$ cat src/sv/power_button_rail_sequencer_top_defines.svh
// ----------------------------------------------------------------------------
// power button rail sequencer assertion macros
// clocked on clk, disabled while arst_n is low
// ----------------------------------------------------------------------------
`ifndef POWER_BUTTON_RAIL_SEQUENCER_TOP_DEFINES_SVH
`define POWER_BUTTON_RAIL_SEQUENCER_TOP_DEFINES_SVH

// same-cycle implication
`define PBRS_ASSERT_NOW(lbl, ante, cons, msg) \
	lbl: assert property (@(posedge clk) disable iff (!arst_n) (ante) |-> (cons)) \
		else $error(msg);

// next-cycle implication
`define PBRS_ASSERT_NEXT(lbl, ante, cons, msg) \
	lbl: assert property (@(posedge clk) disable iff (!arst_n) (ante) |=> (cons)) \
		else $error(msg);

`endif

$ cat src/sv/pbrs_pkg.sv
// ----------------------------------------------------------------------------
// pbrs_pkg
// shared types, register map and phase codes of the rail sequencer
// ----------------------------------------------------------------------------
package pbrs_pkg;

	localparam int DLY_W  = 16;
	localparam int ADDR_W = 5;
	localparam int DATA_W = 32;

	localparam logic [DLY_W-1:0] HOLD_MAX = {DLY_W{1'b1}};

	// register indexes
	localparam logic [2:0] REG_LONG_PRESS  = 3'd0;
	localparam logic [2:0] REG_R3_TO_R24   = 3'd1;
	localparam logic [2:0] REG_R24_TO_RST  = 3'd2;
	localparam logic [2:0] REG_RST_TO_R24  = 3'd3;
	localparam logic [2:0] REG_R24_TO_R3   = 3'd4;

	// register reset values
	localparam logic [DLY_W-1:0] RST_LONG_PRESS = 16'd3000;
	localparam logic [DLY_W-1:0] RST_R3_TO_R24  = 16'd100;
	localparam logic [DLY_W-1:0] RST_R24_TO_RST = 16'd500;
	localparam logic [DLY_W-1:0] RST_RST_TO_R24 = 16'd100;
	localparam logic [DLY_W-1:0] RST_R24_TO_R3  = 16'd50;

	// sequencer phases
	localparam logic [2:0] PH_OFF         = 3'd0;
	localparam logic [2:0] PH_UP_WAIT24   = 3'd1;
	localparam logic [2:0] PH_UP_WAIT_RST = 3'd2;
	localparam logic [2:0] PH_ON          = 3'd3;
	localparam logic [2:0] PH_DOWN_WAIT24 = 3'd4;
	localparam logic [2:0] PH_DOWN_WAIT3  = 3'd5;

	typedef struct packed {
		logic button_level;
		logic clear_flag;
	} tick_t;

	typedef struct packed {
		logic rail3_enable;
		logic rail24_enable;
		logic reset_release;
		logic system_on;
		logic button_flag;
		logic start_pulse;
		logic stop_pulse;
	} result_t;

	typedef struct packed {
		logic [DLY_W-1:0] long_press_ms;
		logic [DLY_W-1:0] rail3_to_rail24_on_ms;
		logic [DLY_W-1:0] rail24_to_reset_release_ms;
		logic [DLY_W-1:0] reset_to_rail24_off_ms;
		logic [DLY_W-1:0] rail24_to_rail3_off_ms;
	} cfg_t;

endpackage

$ cat src/sv/pbrs_cfg_regs.sv
// ----------------------------------------------------------------------------
// pbrs_cfg_regs
// apb register bank holding the press limit and the rail delays
// ----------------------------------------------------------------------------
module pbrs_cfg_regs
	import pbrs_pkg::*;
(
	input  logic              clk,
	input  logic              arst_n,
	input  logic              psel,
	input  logic              penable,
	input  logic              pwrite,
	input  logic [ADDR_W-1:0] paddr,
	input  logic [DATA_W-1:0] pwdata,
	output logic [DATA_W-1:0] prdata,
	output logic              pready,
	output cfg_t              cfg
);

	cfg_t       cfg_q;
	logic       wr_en;
	logic [2:0] idx;

	assign pready = 1'b1;
	assign wr_en  = psel && penable && pwrite;
	assign idx    = paddr[ADDR_W-1:2];
	assign cfg    = cfg_q;

	always_ff @(posedge clk or negedge arst_n) begin
		if (!arst_n) begin
			cfg_q.long_press_ms              <= RST_LONG_PRESS;
			cfg_q.rail3_to_rail24_on_ms      <= RST_R3_TO_R24;
			cfg_q.rail24_to_reset_release_ms <= RST_R24_TO_RST;
			cfg_q.reset_to_rail24_off_ms     <= RST_RST_TO_R24;
			cfg_q.rail24_to_rail3_off_ms     <= RST_R24_TO_R3;
		end else if (wr_en) begin
			unique case (idx)
				REG_LONG_PRESS: cfg_q.long_press_ms <= pwdata[DLY_W-1:0];
				REG_R3_TO_R24:  cfg_q.rail3_to_rail24_on_ms <= pwdata[DLY_W-1:0];
				REG_R24_TO_RST: cfg_q.rail24_to_reset_release_ms <= pwdata[DLY_W-1:0];
				REG_RST_TO_R24: cfg_q.reset_to_rail24_off_ms <= pwdata[DLY_W-1:0];
				REG_R24_TO_R3:  cfg_q.rail24_to_rail3_off_ms <= pwdata[DLY_W-1:0];
				default: ;
			endcase
		end
	end

	always_comb begin
		unique case (idx)
			REG_LONG_PRESS: prdata = {{(DATA_W-DLY_W){1'b0}}, cfg_q.long_press_ms};
			REG_R3_TO_R24:  prdata = {{(DATA_W-DLY_W){1'b0}}, cfg_q.rail3_to_rail24_on_ms};
			REG_R24_TO_RST: prdata = {{(DATA_W-DLY_W){1'b0}}, cfg_q.rail24_to_reset_release_ms};
			REG_RST_TO_R24: prdata = {{(DATA_W-DLY_W){1'b0}}, cfg_q.reset_to_rail24_off_ms};
			REG_R24_TO_R3:  prdata = {{(DATA_W-DLY_W){1'b0}}, cfg_q.rail24_to_rail3_off_ms};
			default:        prdata = '0;
		endcase
	end

endmodule

$ cat src/sv/pbrs_seq_core.sv
// ----------------------------------------------------------------------------
// pbrs_seq_core
// button hold counter and power phase sequencer, one step per item
// ----------------------------------------------------------------------------
`include "power_button_rail_sequencer_top_defines.svh"

module pbrs_seq_core
	import pbrs_pkg::*;
(
	input  logic    clk,
	input  logic    arst_n,
	input  logic    step,
	input  tick_t   item,
	input  cfg_t    cfg,
	output result_t res
);

	logic [2:0]       phase_q, ph;
	logic [DLY_W-1:0] delay_q, dly;
	logic [DLY_W-1:0] hold_q, hold;
	logic             lps_q, lps;
	logic             pressed_q, pressed;
	logic             flag_q, flag;
	logic             start, stop;

	function automatic logic is_wait(input logic [2:0] p);
		return (p == PH_UP_WAIT24) || (p == PH_UP_WAIT_RST) ||
			(p == PH_DOWN_WAIT24) || (p == PH_DOWN_WAIT3);
	endfunction

	always_comb begin
		ph      = (phase_q > PH_DOWN_WAIT3) ? PH_OFF : phase_q;
		dly     = delay_q;
		hold    = hold_q;
		lps     = lps_q;
		pressed = pressed_q;
		flag    = flag_q & ~item.clear_flag;
		start   = 1'b0;
		stop    = 1'b0;

		if (is_wait(ph) && (dly != '0))
			dly = dly - 16'd1;

		if (!item.button_level) begin
			pressed = 1'b1;
			if (hold != HOLD_MAX)
				hold = hold + 16'd1;
			if (!lps_q && (hold >= cfg.long_press_ms)) begin
				lps = 1'b1;
				if (ph == PH_ON) begin
					ph   = PH_DOWN_WAIT24;
					dly  = cfg.reset_to_rail24_off_ms;
					stop = 1'b1;
				end
			end
		end else begin
			if (pressed_q && !lps_q) begin
				if (ph == PH_OFF) begin
					ph  = PH_UP_WAIT24;
					dly = cfg.rail3_to_rail24_on_ms;
				end else if (ph == PH_ON) begin
					flag = 1'b1;
				end
			end
			pressed = 1'b0;
			hold    = '0;
			lps     = 1'b0;
		end

		// zero delays chain through at most two phases in one tick
		for (int i = 0; i < 2; i++) begin
			if (is_wait(ph) && (dly == '0)) begin
				unique case (ph)
					PH_UP_WAIT24: begin
						ph  = PH_UP_WAIT_RST;
						dly = cfg.rail24_to_reset_release_ms;
					end
					PH_UP_WAIT_RST: begin
						ph    = PH_ON;
						start = 1'b1;
					end
					PH_DOWN_WAIT24: begin
						ph  = PH_DOWN_WAIT3;
						dly = cfg.rail24_to_rail3_off_ms;
					end
					default: ph = PH_OFF;
				endcase
			end
		end

		res.rail3_enable  = (ph != PH_OFF);
		res.rail24_enable = (ph == PH_UP_WAIT_RST) || (ph == PH_ON) || (ph == PH_DOWN_WAIT24);
		res.reset_release = (ph == PH_ON);
		res.system_on     = (ph != PH_OFF) && (ph != PH_UP_WAIT24);
		res.button_flag   = flag;
		res.start_pulse   = start;
		res.stop_pulse    = stop;
	end

	always_ff @(posedge clk or negedge arst_n) begin
		if (!arst_n) begin
			phase_q   <= PH_OFF;
			delay_q   <= '0;
			hold_q    <= '0;
			lps_q     <= 1'b0;
			pressed_q <= 1'b0;
			flag_q    <= 1'b0;
		end else if (step) begin
			phase_q   <= ph;
			delay_q   <= dly;
			hold_q    <= hold;
			lps_q     <= lps;
			pressed_q <= pressed;
			flag_q    <= flag;
		end
	end

	`PBRS_ASSERT_NEXT(a_start_on, step && res.start_pulse, phase_q == PH_ON,
		"start pulse without entering on")
	`PBRS_ASSERT_NEXT(a_stop_down, step && res.stop_pulse,
		(phase_q == PH_DOWN_WAIT24) || (phase_q == PH_DOWN_WAIT3) || (phase_q == PH_OFF),
		"stop pulse without power-off sequence")
	`PBRS_ASSERT_NEXT(a_hold_sat, step && !item.button_level && (hold_q == HOLD_MAX),
		hold_q == HOLD_MAX, "hold counter wrapped")
	`PBRS_ASSERT_NEXT(a_idle_hold, !step, $stable(phase_q) && $stable(delay_q),
		"sequencer state moved without an item")

endmodule

$ cat src/sv/power_button_rail_sequencer_top.sv
// ----------------------------------------------------------------------------
// power_button_rail_sequencer_top
// power button long-press off and rail on/off sequencer with apb registers
// ----------------------------------------------------------------------------
//
// channel   payload    handshake                     direction
// tick      tick_t     tick_valid / tick_stall       in
// result    result_t   result_valid / result_stall   out
// apb       32-bit     psel penable pwrite pready    config
//
// one item per clock while the result is not stalled; each item passes
// through the input register and leaves through the result register
// the phase, delay and hold state updates in that single pass
// reset clears control state and loads the register defaults, no clearing pass
// a stalled result holds and lets one more item wait in the input register
// ----------------------------------------------------------------------------
module power_button_rail_sequencer_top
	import pbrs_pkg::*;
(
	input  logic              clk,
	input  logic              arst_n,
	// tick channel
	input  logic              tick_valid,
	output logic              tick_stall,
	input  tick_t             tick,
	// result channel
	output logic              result_valid,
	input  logic              result_stall,
	output result_t           result,
	// configuration
	input  logic              psel,
	input  logic              penable,
	input  logic              pwrite,
	input  logic [ADDR_W-1:0] paddr,
	input  logic [DATA_W-1:0] pwdata,
	output logic [DATA_W-1:0] prdata,
	output logic              pready
);

	// input register
	logic    valid_s1;
	tick_t   tick_s1;
	// result register
	logic    result_valid_q;
	result_t result_q;

	logic    out_free;
	logic    step;
	logic    tick_take;
	cfg_t    cfg;
	result_t res;

	// result register can load when empty or being drained this cycle
	assign out_free   = !result_valid_q || !result_stall;
	assign step       = valid_s1 && out_free;
	assign tick_stall = valid_s1 && !out_free;
	assign tick_take  = tick_valid && !tick_stall;

	assign result_valid = result_valid_q;
	assign result       = result_q;

	pbrs_cfg_regs u_cfg (
		.clk     (clk),
		.arst_n  (arst_n),
		.psel    (psel),
		.penable (penable),
		.pwrite  (pwrite),
		.paddr   (paddr),
		.pwdata  (pwdata),
		.prdata  (prdata),
		.pready  (pready),
		.cfg     (cfg)
	);

	// sequencer state advances only when an item moves into the result register
	pbrs_seq_core u_core (
		.clk    (clk),
		.arst_n (arst_n),
		.step   (step),
		.item   (tick_s1),
		.cfg    (cfg),
		.res    (res)
	);

	always_ff @(posedge clk or negedge arst_n) begin
		if (!arst_n) begin
			valid_s1       <= 1'b0;
			result_valid_q <= 1'b0;
		end else begin
			if (tick_take)
				valid_s1 <= 1'b1;
			else if (step)
				valid_s1 <= 1'b0;
			if (step)
				result_valid_q <= 1'b1;
			else if (!result_stall)
				result_valid_q <= 1'b0;
		end
	end

	// payload registers, no reset
	always_ff @(posedge clk) begin
		if (tick_take)
			tick_s1 <= tick;
		if (step)
			result_q <= res;
	end

endmodule
$ cat config.mk
export PLATFORM = sky130hd
export DESIGN_NAME = power_button_rail_sequencer_top
export DESIGN_NICKNAME = d
export VERILOG_FILES = /design/src/sv/pbrs_pkg.sv /design/src/sv/pbrs_cfg_regs.sv /design/src/sv/pbrs_seq_core.sv /design/src/sv/power_button_rail_sequencer_top.sv
export VERILOG_INCLUDE_DIRS = /design/src /design/src/sv
export SDC_FILE = /design/constraint.sdc
export NUM_CORES = 1
export LEC_CHECK = 0
export BUFFER_PORTS_ARGS = -buffer_cell sky130_fd_sc_hd__buf_2
export CAP_MARGIN = 20
export CORE_MARGIN = 3
export CORE_UTILIZATION = 53
export CTS_CLUSTER_DIAMETER = 40
export CTS_CLUSTER_SIZE = 28
export DETAILED_ROUTE_END_ITERATION = 12
export GPL_TIMING_DRIVEN = 0
export HOLD_SLACK_MARGIN = 0.03
export PLACE_DENSITY_LB_ADDON = 0.25
export SLEW_MARGIN = 5
export SYNTH_ARGS = -nofsm -noshare
export SYNTH_HDL_FRONTEND = slang
export SYNTH_SLANG_ARGS = --single-unit
$ cat constraint.sdc
create_clock -name clk -period 8.65 [get_ports clk]
set_input_delay 1.73 -clock clk [delete_from_list [all_inputs] [get_ports clk]]
set_output_delay 1.73 -clock clk [all_outputs]
set_load 0.01 [all_outputs]
After elaboration in Yosys (flattened, before gate mapping)
Cells that the tools add are included.
Widths: inputs -> output; s select.
- bitwise operators: 3
- magnitude comparators: 2
- mux-type cells: 40
- multipliers: 0
- reduce and logical (&&, ||, !) cells: 43
- equal/unequal tests: 23
- div/mod/pow operators: 0
- shift operators: 0
- $add $sub $neg: 2
- operators by type and width (kind ; number):
    $mux 16 ; 11
    $pmux 16 s5 ; 1
    $pmux 16 s2 ; 2
    $logic_not 16->1 ; 2
    $eq 3x2->1 const B ; 8
    $eq 3x3->1 const B ; 8
    $mux 3 ; 8
    $pmux 3 s3 ; 2
    $add 16x1->16 const B ; 1
    $ge 16x16->1 ; 1
    $mux 1 ; 16
    $ne 16x16->1 const B ; 1
    $reduce_bool 16->1 ; 1
    $sub 16x1->16 const B ; 1
    $eq 3x1->1 const B ; 4
    $logic_or 1x1->1 ; 12
    $reduce_and 2->1 ; 6
    $logic_and 1x1->1 ; 11
    $logic_not 3->1 ; 2
    $logic_not 1->1 ; 5
    $reduce_bool 2->1 ; 2
    $gt 3x3->1 const B ; 1
    $ne 3x1->1 const B ; 1
    $reduce_bool 3->1 ; 1
    other kinds (4) ; 5
- output and inout bits: 42
- RAM bits: 0
- bits in latches: 0
- input port bits: 46
- memories kept: 0
- logic and storage cells: 135
- register bits after elaboration: 129
- ROM bits: 0

Depth between registers and ports, before layout
Gate-level depths: netlist (run 1).
- depth in word-level cells: 23
- depth in mapped cells: 25
- depth with buffers taken out: 20

Hierarchy
Synthesis (run 1) repeated with hierarchy kept, for this count alone.
- cell total of the unflattened synthesis: 796
- area, all modules: 8120.3 um2
- by module, submodules not included (module ; area each (um2) ; seq. area each (um2) ; cells an instance ; instances):
    pbrs_seq_core ; 3887.5 ; 950.9 ; 504 ; 1
    pbrs_cfg_regs ; 3870.0 ; 2029.4 ; 275 ; 1
    power_button_rail_sequencer_top ; 362.8 ; 320.3 ; 17 ; 1

Worst setup path before layout (run 1)
No wires, ideal clock.
- kind: reg-to-reg
- start point: reg u_core.hold_q[3]
- end point: reg result_q, in the netlist result[4], data pin
- path buffers: 4
- setup time: 0.152 ns
- arrival time: 4.898 ns
- clock period less this slack: 5.050 ns
- cell stages (with the launch flop): 24
- setup slack: 3.600 ns
- data required time: 8.498 ns
- cell sequence: dfrtp_1 > clkbuf_1 > and3_1 > and4_1 > and3_1 > nand3_1 > nor3_1 > nand4b_1 > nor2_1 > xor2_1 > ha_1 > a21oi_1 > o21ai_0 > a2111o_1 > o21a_1 > buf_6 > buf_6 > a22o_1 > nor3b_2 > and4_1 > nand4_4 > buf_6 > nand4b_4 > a22oi_2
- RTL lines (element ; RTL line ; source):
    start, declared ; pbrs_seq_core.sv:20 ; logic [DLY_W-1:0] hold_q, hold;
    start signal, assigned ; pbrs_seq_core.sv:111 ; hold_q <= hold;
    end signal, assigned ; power_button_rail_sequencer_top.sv:106 ; result_q <= res;
    end, declared ; power_button_rail_sequencer_top.sv:45 ; result_t result_q;

Worst setup path in the final report (run 1)
- start point: reg u_core.hold_q[3]
- end point: reg u_core.delay_q[13]
- cells in the longest elaborated chain, start to end: 19
- elaborated cells on any way between the ends: 34
- classes of those cells: 1 x add/sub; 1 x order compare; 9 x eq/ne; 12 x mux; 11 x reduce/logical
- RTL lines (element ; RTL line ; source):
    $add 16x1->16 / $ne 16x16->1 (equally long branches) ; pbrs_seq_core.sv:47, pbrs_seq_core.sv:46 ;
    $mux 16 * ; pbrs_seq_core.sv:46 ; if (hold != HOLD_MAX)
    $mux 16 * ; pbrs_seq_core.sv:44 ; if (!item.button_level) begin
    $ge 16x16->1 * ; pbrs_seq_core.sv:48 ; if (!lps_q && (hold >= cfg.long_press_ms)) begin
    $logic_and 1x1->1 * ; pbrs_seq_core.sv:48 ;
    $mux 3 ; pbrs_seq_core.sv:48 ;
    $mux 3 ; pbrs_seq_core.sv:44 ;
    $eq 3x1->1 / $eq 3x2->1 (equally long branches) ; pbrs_seq_core.sv:27, pbrs_seq_core.sv:73 ;
    $logic_or 1x1->1 (2 in a row) ; pbrs_seq_core.sv:27 ; return (p == PH_UP_WAIT24) || (p == PH_UP_WAIT_RST) ||
    $logic_or 1x1->1 ; pbrs_seq_core.sv:28 ; (p == PH_DOWN_WAIT24) || (p == PH_DOWN_WAIT3);
    $logic_and 1x1->1 ; pbrs_seq_core.sv:72 ; if (is_wait(ph) && (dly == '0)) begin
    $mux 3 ; pbrs_seq_core.sv:72 ;
    $eq 3x1->1 / $eq 3x2->1 (equally long branches) ; pbrs_seq_core.sv:27, pbrs_seq_core.sv:73 ;
    $logic_or 1x1->1 (2 in a row) ; pbrs_seq_core.sv:27 ;
    $logic_or 1x1->1 ; pbrs_seq_core.sv:28 ;
    $logic_and 1x1->1 ; pbrs_seq_core.sv:72 ;
    $mux 16 * ; pbrs_seq_core.sv:72 ;
    end signal, assigned ; pbrs_seq_core.sv:110 ; delay_q <= dly;
    end, declared ; pbrs_seq_core.sv:19 ; logic [DLY_W-1:0] delay_q, dly;
Every way passes the cells marked *; elsewhere a longest branch is shown, timed or not. The select of a mux whose other input is x is not followed.
A chain may end at the register's enable or synchronous reset.

==> results.cfg, run 1 <==
[die]
start_util = 0.547
dieArea_mm2 = 0.0160
core_mm2 = 0.0140
chipWidth_um = 126
rows = 43
die_h_um = 126
io_pins = 88

[clock_network]
htree_levels = 4
ctsHoldBuffers = 0
insertion_delay_ps = 430
cts-buffers-inserted = 17
clk_pin_slew_worst_paths_ps = 60
ctsResizeCount = 0
cts_sinks = 129
clockBufferDepth = 2
cts_tree = built
post_cts_buffers = 0
cts_root_buf = clkbuf_16

[setup_path]
crit_path_max_fanout = 10
slowest_delay_ps = 870
critPathLaunchType = flip-flop
crit_arrival_ps = 6820
rr_worst_depth = 21
end_kind = flip-flop
r2r_start = u_core.hold_q[3]$_DFFE_PN0P_
critical_path_class = flip-flop to flip-flop
crit_chain = clkbuf_1 > and3_1 > and4_1 > and3_1 > nand3_1 > nor3_1 > nand4b_1 > nor2_1 > xor2_1 > ha_1 > a21oi_1 > o21ai_0 > a2111o_1 > or2_2 > nand2_1 > mux2_2 > o21ai_0 > nand4_4 > buf_6 > o211ai_1 > o21a_1
crit_required_ps = 9010
r2r_slack_ps = 2190
r2r_end = u_core.delay_q[13]$_DFFE_PN0P_
critPathSlowestCell = nor3_1

[sta]
slew_viol_final = 0
setup_tns_ps = 0
setup_violations = 0
fin_crit_ps = 6460
maxSlewHeadroom = 0.287
tightest_slew_ps = 1060
skew_ps = 9.54
fmax_ghz = 0.155
rsz0062_at_grt = no
fin_ws_ps = 2190
hold_violations = 0
fin_crit_sh = 0.746

[global_route]
grt-ovfl-total = 0
antenna_found_initial = 0
track_usage = 0.283
grt_max_degree = 88
grt_pass1_vias = 6512
grt_pass1_wl_mm = 35.5

[pwr]
intPower_uw = 1420
p_total_uw = 2170
peakVddDrop_uv = 150
seqPwrFrac = 0.412
p_sw_frac = 0.344
p_per_area_mw_per_mm2 = 246
combPwrFrac = 0.274
leakagePower_uw = 0.00376
pwr-share-clk = 0.313
switchingPower_uw = 745

[place]
dpl.hpwl_mm = 16.9
place_congestion = 0.952
place_inst = 1000
portBuffers = 52
pre_cts_ws_ps = 2390

[drt]
route.detailed.drc = 0
vias = 6503
avgViaCountPerCell = 6.30
drt-initial-drc-count = 580
wire_per_inst_um = 21.7
routed_wl_mm = 22.4
drtAntennaViolNets = 0
first_pass_iters = 9

[finish]
antenna_cells = 0
fin_nets = 903
syn2layout_area_growth_pct = 14.8
drive_gt1_frac = 0.279
stdcell_count = 1032
final_core_util = 0.628

[logic_synthesis]
synth_edf_count = 9
synth_area_mm2 = 0.00768
syn_area_per_cell_um2 = 10.2
yosysSeqAreaShare = 0.430
ys.flop_type = dfrtp_1
synth_warnings = 0
syn_inst = 752
synth-seq-cells = 129
synth_cell_types = 68
synthArstFlopShare = 0.930

[run_status]
outcome = complete, no violations

[worst_hold_path]
holdPathEnd = result_valid$_DFFE_PN0P_
min_delay_path_depth = 1
min_from = valid_s1$_DFFE_PN0P_
hold_class = flip-flop to flip-flop

[flow_run]
drv_cap = 0
-- cell usage in the layout, fill, tap and decap left out, types with 21 or more instances in the layout --
| cell type | instances |
|---|---|
| clkbuf_1 | 32 |
| nor2_1 | 36 |
| nor3_1 | 21 |
| dfrtp_1 | 98 |
| o21ai_0 | 33 |
| buf_2 | 59 |
| inv_1 | 25 |
| a21oi_1 | 27 |
| mux2_2 | 85 |
| dfstp_2 | 22 |
| nand2_1 | 54 |
| a22oi_1 | 48 |
-- metrics by stage --
step / hold slack (ps) / area (um2)
after global routing: 539 / 8820
after global placement: 474 / 8230
after floorplan: 457 / 7740
final: 515 / 8820
after detailed placement: 490 / 8260
after CTS: 509 / 8820
-- cells by family (layout without fill, tap and decap cells) --
group | Yosys count | count (layout) | synth area share
AO/OA/AOI/OAI | 210 | 210 | 0.193
AND/OR/NAND/NOR | 194 | 194 | 0.136
flip-flops | 129 | 129 | 0.430
buffers and inverters | 91 | 176 | 0.0599
multiplexers | 90 | 90 | 0.131
adder cells (fa/ha/maj) | 18 | 18 | 0.0293
XOR/XNOR | 18 | 18 | 0.0205
other | 2 | 17 | 0.000977
-- state kept, by name, summed over array words and instances (netlist names) --
register	cells
result	7
result_valid	1
tick_s1	2
u_cfg.cfg	80
u_core.delay_q	16
u_core.flag_q	1
u_core.hold_q	16
u_core.lps_q	1
u_core.phase_q	3
u_core.pressed_q	1
valid_s1	1
-- metal layers --
layer	vias up	global-route usage	wire length [um]
met5	-	0	0
li1	2956	-	-
met4	0	0.133	875
met2	316	0.463	10900
met1	3162	0.361	9040
met3	69	0.0577	1530
-- how the worst max path moves through the flow --
stage | cells after the start | slack [ps] | endpoint | startpoint
finish | 21 | 2190 | u_core.delay_q[13]$_DFFE_PN0P_ | u_core.hold_q[3]$_DFFE_PN0P_
global route | 20 | 1870 | result[6]$_DFFE_PP_ | u_core.hold_q[3]$_DFFE_PN0P_
CTS | 20 | 2320 | result[6]$_DFFE_PP_ | u_core.hold_q[3]$_DFFE_PN0P_
detailed placement | 21 | 2390 | u_core.delay_q[13]$_DFFE_PN0P_ | u_core.hold_q[3]$_DFFE_PN0P_
global placement | 21 | 2570 | result[4]$_DFFE_PP_ | u_core.hold_q[3]$_DFFE_PN0P_
floorplan | 23 | 3600 | result[4]$_DFFE_PP_ | u_core.hold_q[3]$_DFFE_PN0P_
-- layout make-up --
| type | instances | area, um2 |
|---|---|---|
| buffer | 66 | 367 |
| clock buffer | 22 | 485 |
| clock inverter | 10 | 75.1 |
| fill | 1154 | 5220 |
| inverter | 25 | 93.8 |
| multi-input combinational | 547 | 3980 |
| sequential | 129 | 3300 |
| tap | 180 | 225 |
| timing repair buffer | 53 | 294 |
-- worst max-delay path, delay by kind of cell (launching register included) --
kind | cells | cell delay (ps)
AOI/OAI and AO/OA | 6 | 1820
xor gates and xnor gates | 1 | 170
adders and majority gates | 1 | 310
buffers and inverters | 2 | 460
DFF | 1 | 320
muxes | 1 | 340
and+or+nand+nor | 10 | 2950
-- synthesized netlist by cell type, types with 3 or more instances --
cell	number	area (um2)
dfrtp_1	98	2450
mux2_2	85	957
nand2_1	54	203
a22oi_1	48	360
nor2_1	36	135
o21ai_0	33	165
clkbuf_1	30	113
a21oi_1	27	135
inv_1	25	93.8
dfstp_2	22	578
nor3_1	21	105
ha_1	18	225
buf_4	17	128
o22ai_1	16	100
a22o_1	15	131
o211ai_1	15	113
o21a_1	15	113
nand3_1	14	70.1
nand4_1	13	81.3
xor2_1	11	96.3
nor4_1	10	62.6
edfxtp_1	9	270
nand2b_1	9	56.3
buf_2	8	40.0
o311a_1	7	70.1
xnor2_1	7	61.3
buf_6	6	67.6
buf_1	5	18.8
mux2i_1	5	50.1
nor2b_1	5	31.3
and4_1	4	35.0
nand4b_1	4	35.0
o21ai_1	4	20.0
a21o_1	3	22.5
a21oi_2	3	26.3
a31oi_1	3	18.8
and2_1	3	18.8
and3_1	3	18.8
o211a_1	3	30.0
or2_2	3	18.8
or3_1	3	18.8
-- power groups by stage --
stage | sequential [uW] | clock, uW | combinational, uW
after global routing | 907 | 711 | 654
after floorplan | 849 | 0 | 426
after global placement | 890 | 0 | 562
after CTS | 888 | 686 | 591
final | 894 | 679 | 595
after detailed placement | 897 | 0 | 584
No activity file was read; power rests on OpenSTA's default activity.
==> run 2: changes to the inputs <==
==> constraint.sdc (replaced) <==
create_clock -name clk -period 5.8 [get_ports clk]
set_input_delay 1.16 -clock clk [delete_from_list [all_inputs] [get_ports clk]]
set_output_delay 1.16 -clock clk [all_outputs]
set_load 0.01 [all_outputs]
==> run 2 against run 1 <==
Effect of this change:
- via count rose by 0.66%
- maximum frequency rose by 18%
- first-iteration DRC count rose by 8.8%
- design area rose by 0.41%
- combinational power rose by 48%
- routed wire length barely moved
- worst setup slack got worse by 1900 ps
- clock power rose by 49%
- largest power group unchanged
==> results.cfg, run 2 (synthesized netlist as in run 1, its figures left out) <==
[run_status]
outcome = complete, no violations

[global_route]
grt-ovfl-total = 0
antenna_found_initial = 0
track_usage = 0.283
grt_pass1_wl_mm = 35.5
grt_max_degree = 88
grt_pass1_vias = 6511

[clock_network]
cts_tree = built
clockBufferDepth = 2
cts_sinks = 129
cts_root_buf = clkbuf_16
clk_pin_slew_worst_paths_ps = 60
insertion_delay_ps = 430
htree_levels = 4
cts-buffers-inserted = 17
ctsHoldBuffers = 0

[die]
io_pins = 88
core_mm2 = 0.0140
dieArea_mm2 = 0.0160
die_h_um = 126
rows = 43
chipWidth_um = 126
start_util = 0.547

[sta]
fin_crit_sh = 0.946
setup_tns_ps = 0
skew_ps = 8.68
fin_crit_ps = 5490
fmax_ghz = 0.182
maxSlewHeadroom = 0.442
setup_violations = 0
slew_viol_final = 0
hold_violations = 0
whs_ps = 526
tightest_slew_ps = 837

[drt]
route.detailed.drc = 0
vias = 6546
avgViaCountPerCell = 6.33
routed_wl_mm = 22.4
wire_per_inst_um = 21.6
first_pass_iters = 6
drtAntennaViolNets = 0
drt-initial-drc-count = 631

[setup_path]
crit_start = u_core.hold_q[3]$_DFFE_PN0P_
critPathLaunchType = flip-flop
crit_path_max_fanout = 10
end_kind = flip-flop
r2r_start = u_core.hold_q[3]$_DFFE_PN0P_
crit_arrival_ps = 5630
critical_path_class = flip-flop to flip-flop
crit_required_ps = 5950

[finish]
antenna_cells = 0
largest_register_ffs = 80
syn2layout_area_growth_pct = 15.3
layout_commonest_cell = dfrtp_1
fin_nets = 905
final_core_util = 0.631
mostFrequentLayoutCells = dfrtp_1 (98), mux2_2 (85), buf_2 (59)
stdcell_count = 1034
drive_gt1_frac = 0.286

[pwr]
switchingPower_uw = 1110
peakVddDrop_uv = 225
combPwrFrac = 0.273
seqPwrFrac = 0.414
pwr-share-clk = 0.313
p_per_area_mw_per_mm2 = 365
p_sw_frac = 0.344
leakagePower_uw = 0.00379
intPower_uw = 2120

[flow_run]
drv_cap = 0

[worst_hold_path]
hold_class = flip-flop to flip-flop
min_from = valid_s1$_DFFE_PN0P_

[place]
dpl.hpwl_mm = 16.9
place_congestion = 0.952
place_inst = 1000
portBuffers = 52
[run 2: cell types whose count changed in the layout (fill, tap and decap cells not counted), sizes merged]
cell,change
buf,+3
clkbuf,-1
[run 2: metrics by stage]
stage / setup slack [ps] / cell area (um2) / total power [uW]
after floorplan: 750 / 7740 / 1900
after global placement: -282 / 8230 / 2170
after detailed placement: -465 / 8260 / 2210
after CTS: 56.3 / 8830 / 3230
after global routing: -15.0 / 8860 / 3390
final: 313 / 8860 / 3230
[run 2: critical path, cell delays in order (launching register included)]
cell      delay, ps
dfrtp_1         460
and3_1          240
and4_1          270
and3_1          220
nand3_1         140
nor3_4          280
nand4b_1        250
nor2_1           90
xor2_1          160
ha_1            310
a21oi_1         150
o21ai_0         150
a2111o_2        640
o21a_1          230
buf_6           140
buf_6           140
a221oi_1        390
and4_1          340
nand4_4         170
o21ai_1         280
nand4_1         150
[run 2: timing repair]
item                       4_1_cts  5_1_grt
cloned                           0        0
resized for setup                3        2
setup buffers                    0        3
pin swaps                        1        1
setup endpoints to repair       23       23
[run 2: path summary, 6_finish.rpt]
| check | cells past startpoint | end | slack (ps) |
|---|---|---|---|
| min | 1 | result_valid$_DFFE_PN0P_ | 530 |
| min reg2reg | 1 | result_valid$_DFFE_PN0P_ | 530 |
| max | 20 | result[6]$_DFFE_PP_ | 310 |
| max in group asynchronous | 2 | u_cfg.cfg[73]$_DFFE_PN1P_ | 4420 |
| max reg2reg | 20 | result[6]$_DFFE_PP_ | 310 |
| min in group asynchronous | 1 | u_core.delay_q[0]$_DFFE_PN0P_ | 630 |
[run 2: power groups by stage]
stage	Clock, uW	Combinational (uW)	Sequential (uW)
after floorplan	0	635	1270
after global placement	0	838	1330
after detailed placement	0	870	1340
after CTS	1020	881	1320
after global routing	1060	969	1360
final	1010	883	1340
[run 2: per-layer routing]
metal / track usage / routed length [um] / vias up / part of all wire
met5: 0 / 0 / - / 0
met1: 0.361 / 9060 / 3219 / 0.40
li1: - / - / 2969 / -
met3: 0.0577 / 1470 / 74 / 0.066
met2: 0.463 / 10900 / 284 / 0.49
met4: 0.133 / 915 / 0 / 0.041
[run 2: cell type report]
type	count	area, um2
clock buffers	22	485
clock inverters	10	75.1
inverters	25	93.8
fillers	1151	5180
repair buffers	56	317
plain buffers	65	363
well taps	180	225
multi-input cells	547	4000
flip-flops and latches	129	3300
==> run 3: changes to the inputs <==
--- a/config.mk
+++ b/config.mk
@@ -13,7 +13,6 @@
 export CTS_CLUSTER_DIAMETER = 40
 export CTS_CLUSTER_SIZE = 28
 export DETAILED_ROUTE_END_ITERATION = 12
-export GPL_TIMING_DRIVEN = 0
 export HOLD_SLACK_MARGIN = 0.03
 export PLACE_DENSITY_LB_ADDON = 0.25
 export SLEW_MARGIN = 5
==> constraint.sdc (replaced) <==
create_clock -name clk -period 5.1 [get_ports clk]
set_input_delay 1.02 -clock clk [delete_from_list [all_inputs] [get_ports clk]]
set_output_delay 1.02 -clock clk [all_outputs]
set_load 0.01 [all_outputs]
==> run 3 against run 2 <==
Effect of this change:
- maximum frequency increased by 10%
- routed wire length decreased by 5.1%
- critical path type unchanged
- design area increased by 0.13%
- critical path depth increased by 2
- critical endpoint is now u_core.delay_q[12]$_DFFE_PN0P_
- highest routed layer unchanged
- flip-flop and latch count unchanged
- largest cell class unchanged
==> results.cfg, run 3 (synthesized netlist as in run 1, its figures left out) <==
[setup_path]
path_buf_inv = 3
crit_path_max_fanout = 12
end_kind = flip-flop
crit_required_ps = 5460
crit_arrival_ps = 5350
crit_family = simple AND/OR/NAND/NOR gates
cp.depth = 22
slowest_delay_ps = 450
critPathLaunchType = flip-flop
rr_worst_depth = 22
crit_chain = and3_4 > and4_4 > and3_4 > nand3_1 > nor3_4 > nand4b_1 > buf_4 > nor2_1 > xor2_1 > ha_1 > a21oi_1 > nor3_1 > a2111o_1 > o21a_1 > buf_12 > a22o_1 > nor3b_2 > and4_4 > nand4_4 > buf_12 > o211ai_1 > o21a_1
critical_path_class = flip-flop to flip-flop
critPathSlowestCell = a2111o_1

[finish]
antenna_cells = 0
stdcell_count = 995
largest_register_ffs = 80
drive_gt1_frac = 0.310
final_core_util = 0.632
syn2layout_area_growth_pct = 15.4
fin_nets = 867
layout_commonest_cell = dfrtp_1
mostFrequentLayoutCells = dfrtp_1 (98), mux2_2 (85), nand2_1 (53)

[global_route]
grt_pass1_wl_mm = 34.0
grt_pass1_vias = 6283
grt-ovfl-total = 0
grt_max_degree = 45
track_usage = 0.268
grt.busiest_layer = met2
grtUsageMet2 = 0.442
grt_use_met1 = 0.354
antenna_found_initial = 0
use_met3 = 0.0509

[sta]
setup_violations = 0
skew_ps = 6.35
fmax_ghz = 0.200
maxSlewHeadroom = 0.267
fin_crit_sh = 0.978
whs_ps = 533
slew_viol_final = 0
hold_violations = 0
tightest_slew_ps = 1100
fin_ws_ps = 111
fin_crit_ps = 4990

[drt]
vias = 6388
route.detailed.drc = 0
drtAntennaViolNets = 0
drt-initial-drc-count = 685
first_pass_iters = 7
routed_wl_mm = 21.2
avgViaCountPerCell = 6.42
wire_per_inst_um = 21.3

[die]
die_h_um = 126
start_util = 0.547
rows = 43
dieArea_mm2 = 0.0160
core_mm2 = 0.0140
io_pins = 88
chipWidth_um = 126

[pwr]
p_per_area_mw_per_mm2 = 432
p_total_uw = 3830
seqPwrFrac = 0.398
leakagePower_uw = 0.00378
intPower_uw = 2610
pwr-share-clk = 0.346
combPwrFrac = 0.257
peakVddDrop_uv = 233
p_sw_frac = 0.317
switchingPower_uw = 1220

[place]
dpl.hpwl_mm = 14.9
place_congestion = 0.933
place_inst = 956
portBuffers = 52
pre_cts_ws_ps = -0.702

[clock_network]
cts-buffers-inserted = 17
cts_sinks = 129
insertion_delay_ps = 420
clk_pin_slew_worst_paths_ps = 50
htree_levels = 4
clockBufferDepth = 2
cts_root_buf = clkbuf_16
cts_tree = built

[worst_hold_path]
min_delay_path_depth = 2
hold_class = flip-flop to flip-flop

[run_status]
outcome = complete, no violations

[flow_run]
drv_cap = 0
-- run 3: cell types whose count changed in the layout (fill, tap and decap cells not counted), moves of 4 or more --
cell       previous run  this run
nor2_2                0         4
buf_1                 5         0
buf_6                 7         2
bufinv_16             0         4
clkbuf_1             31         1
buf_2                59        51
nor2_1               36        32
buf_4                20        26
-- run 3: timing repair --
action | 4_1_cts | 5_1_grt
resized for setup | 1 | 18
pin swaps | 0 | 12
gates cloned | 0 | 2
hold buffers | 0 | 0
buffers inserted | 0 | 6
setup endpoints to repair | 3 | 22
-- run 3: area by class of cell --
class / count / area (um2)
Tap cell: 180 / 225
Inverter: 25 / 93.8
Sequential cell: 129 / 3300
Fill cell: 1140 / 5170
Clock buffer: 22 / 495
Clock inverter: 9 / 151
Multi-Input combinational cell: 548 / 4060
Timing Repair Buffer: 82 / 538
-- run 3: worst paths after layout --
check                                             start                              to  slack (ps)
setup / recovery           u_core.hold_q[5]$_DFFE_PN0P_  u_core.delay_q[12]$_DFFE_PN0P_         110
hold / removal                u_cfg.cfg[69]$_DFFE_PN1P_       u_cfg.cfg[69]$_DFFE_PN1P_         530
setup reg to reg           u_core.hold_q[5]$_DFFE_PN0P_  u_core.delay_q[12]$_DFFE_PN0P_         110
hold reg to reg               u_cfg.cfg[69]$_DFFE_PN1P_       u_cfg.cfg[69]$_DFFE_PN1P_         530
max in group asynchronous                        arst_n       u_cfg.cfg[73]$_DFFE_PN1P_        3520
min in group asynchronous                        arst_n       u_cfg.cfg[33]$_DFFE_PN0P_         610
-- run 3: per-layer routing --
| layer | vias to the layer above | part of all wire |
|---|---|---|
| met5 | - | 0 |
| met4 | 0 | 0.022 |
| met3 | 42 | 0.063 |
| met2 | 275 | 0.50 |
| met1 | 3170 | 0.42 |
| li1 | 2901 | - |
-- run 3: through the flow --
stage          instance area, um2  TNS (ps)
6_report                     8870         0
5_1_grt                      8870     -1230
4_1_cts                      8720         0
3_5_place_dp                 8070    -0.702
3_3_place_gp                 8070         0
2_1_floorplan                7740         0
-- run 3: worst reg2reg max path, delay by kind of cell (launching register included) --
kind                       cells  cell delay (ps)
and+or+nand+nor               11             1920
adders and majority gates      1              290
DFF                            1              410
xor gates and xnor gates       1              230
buffers and inverters          3              570
AOI/OAI and AO/OA              6             1530
-- run 3: power groups by stage --
stage                     logic [uW]  clock network [uW]  registers, uW
final                            983                1320           1520
after CTS                        958                1340           1510
after global routing            1080                1390           1550
after floorplan                  722                   0           1440
after global placement           919                   0           1520
after detailed placement         950                   0           1530
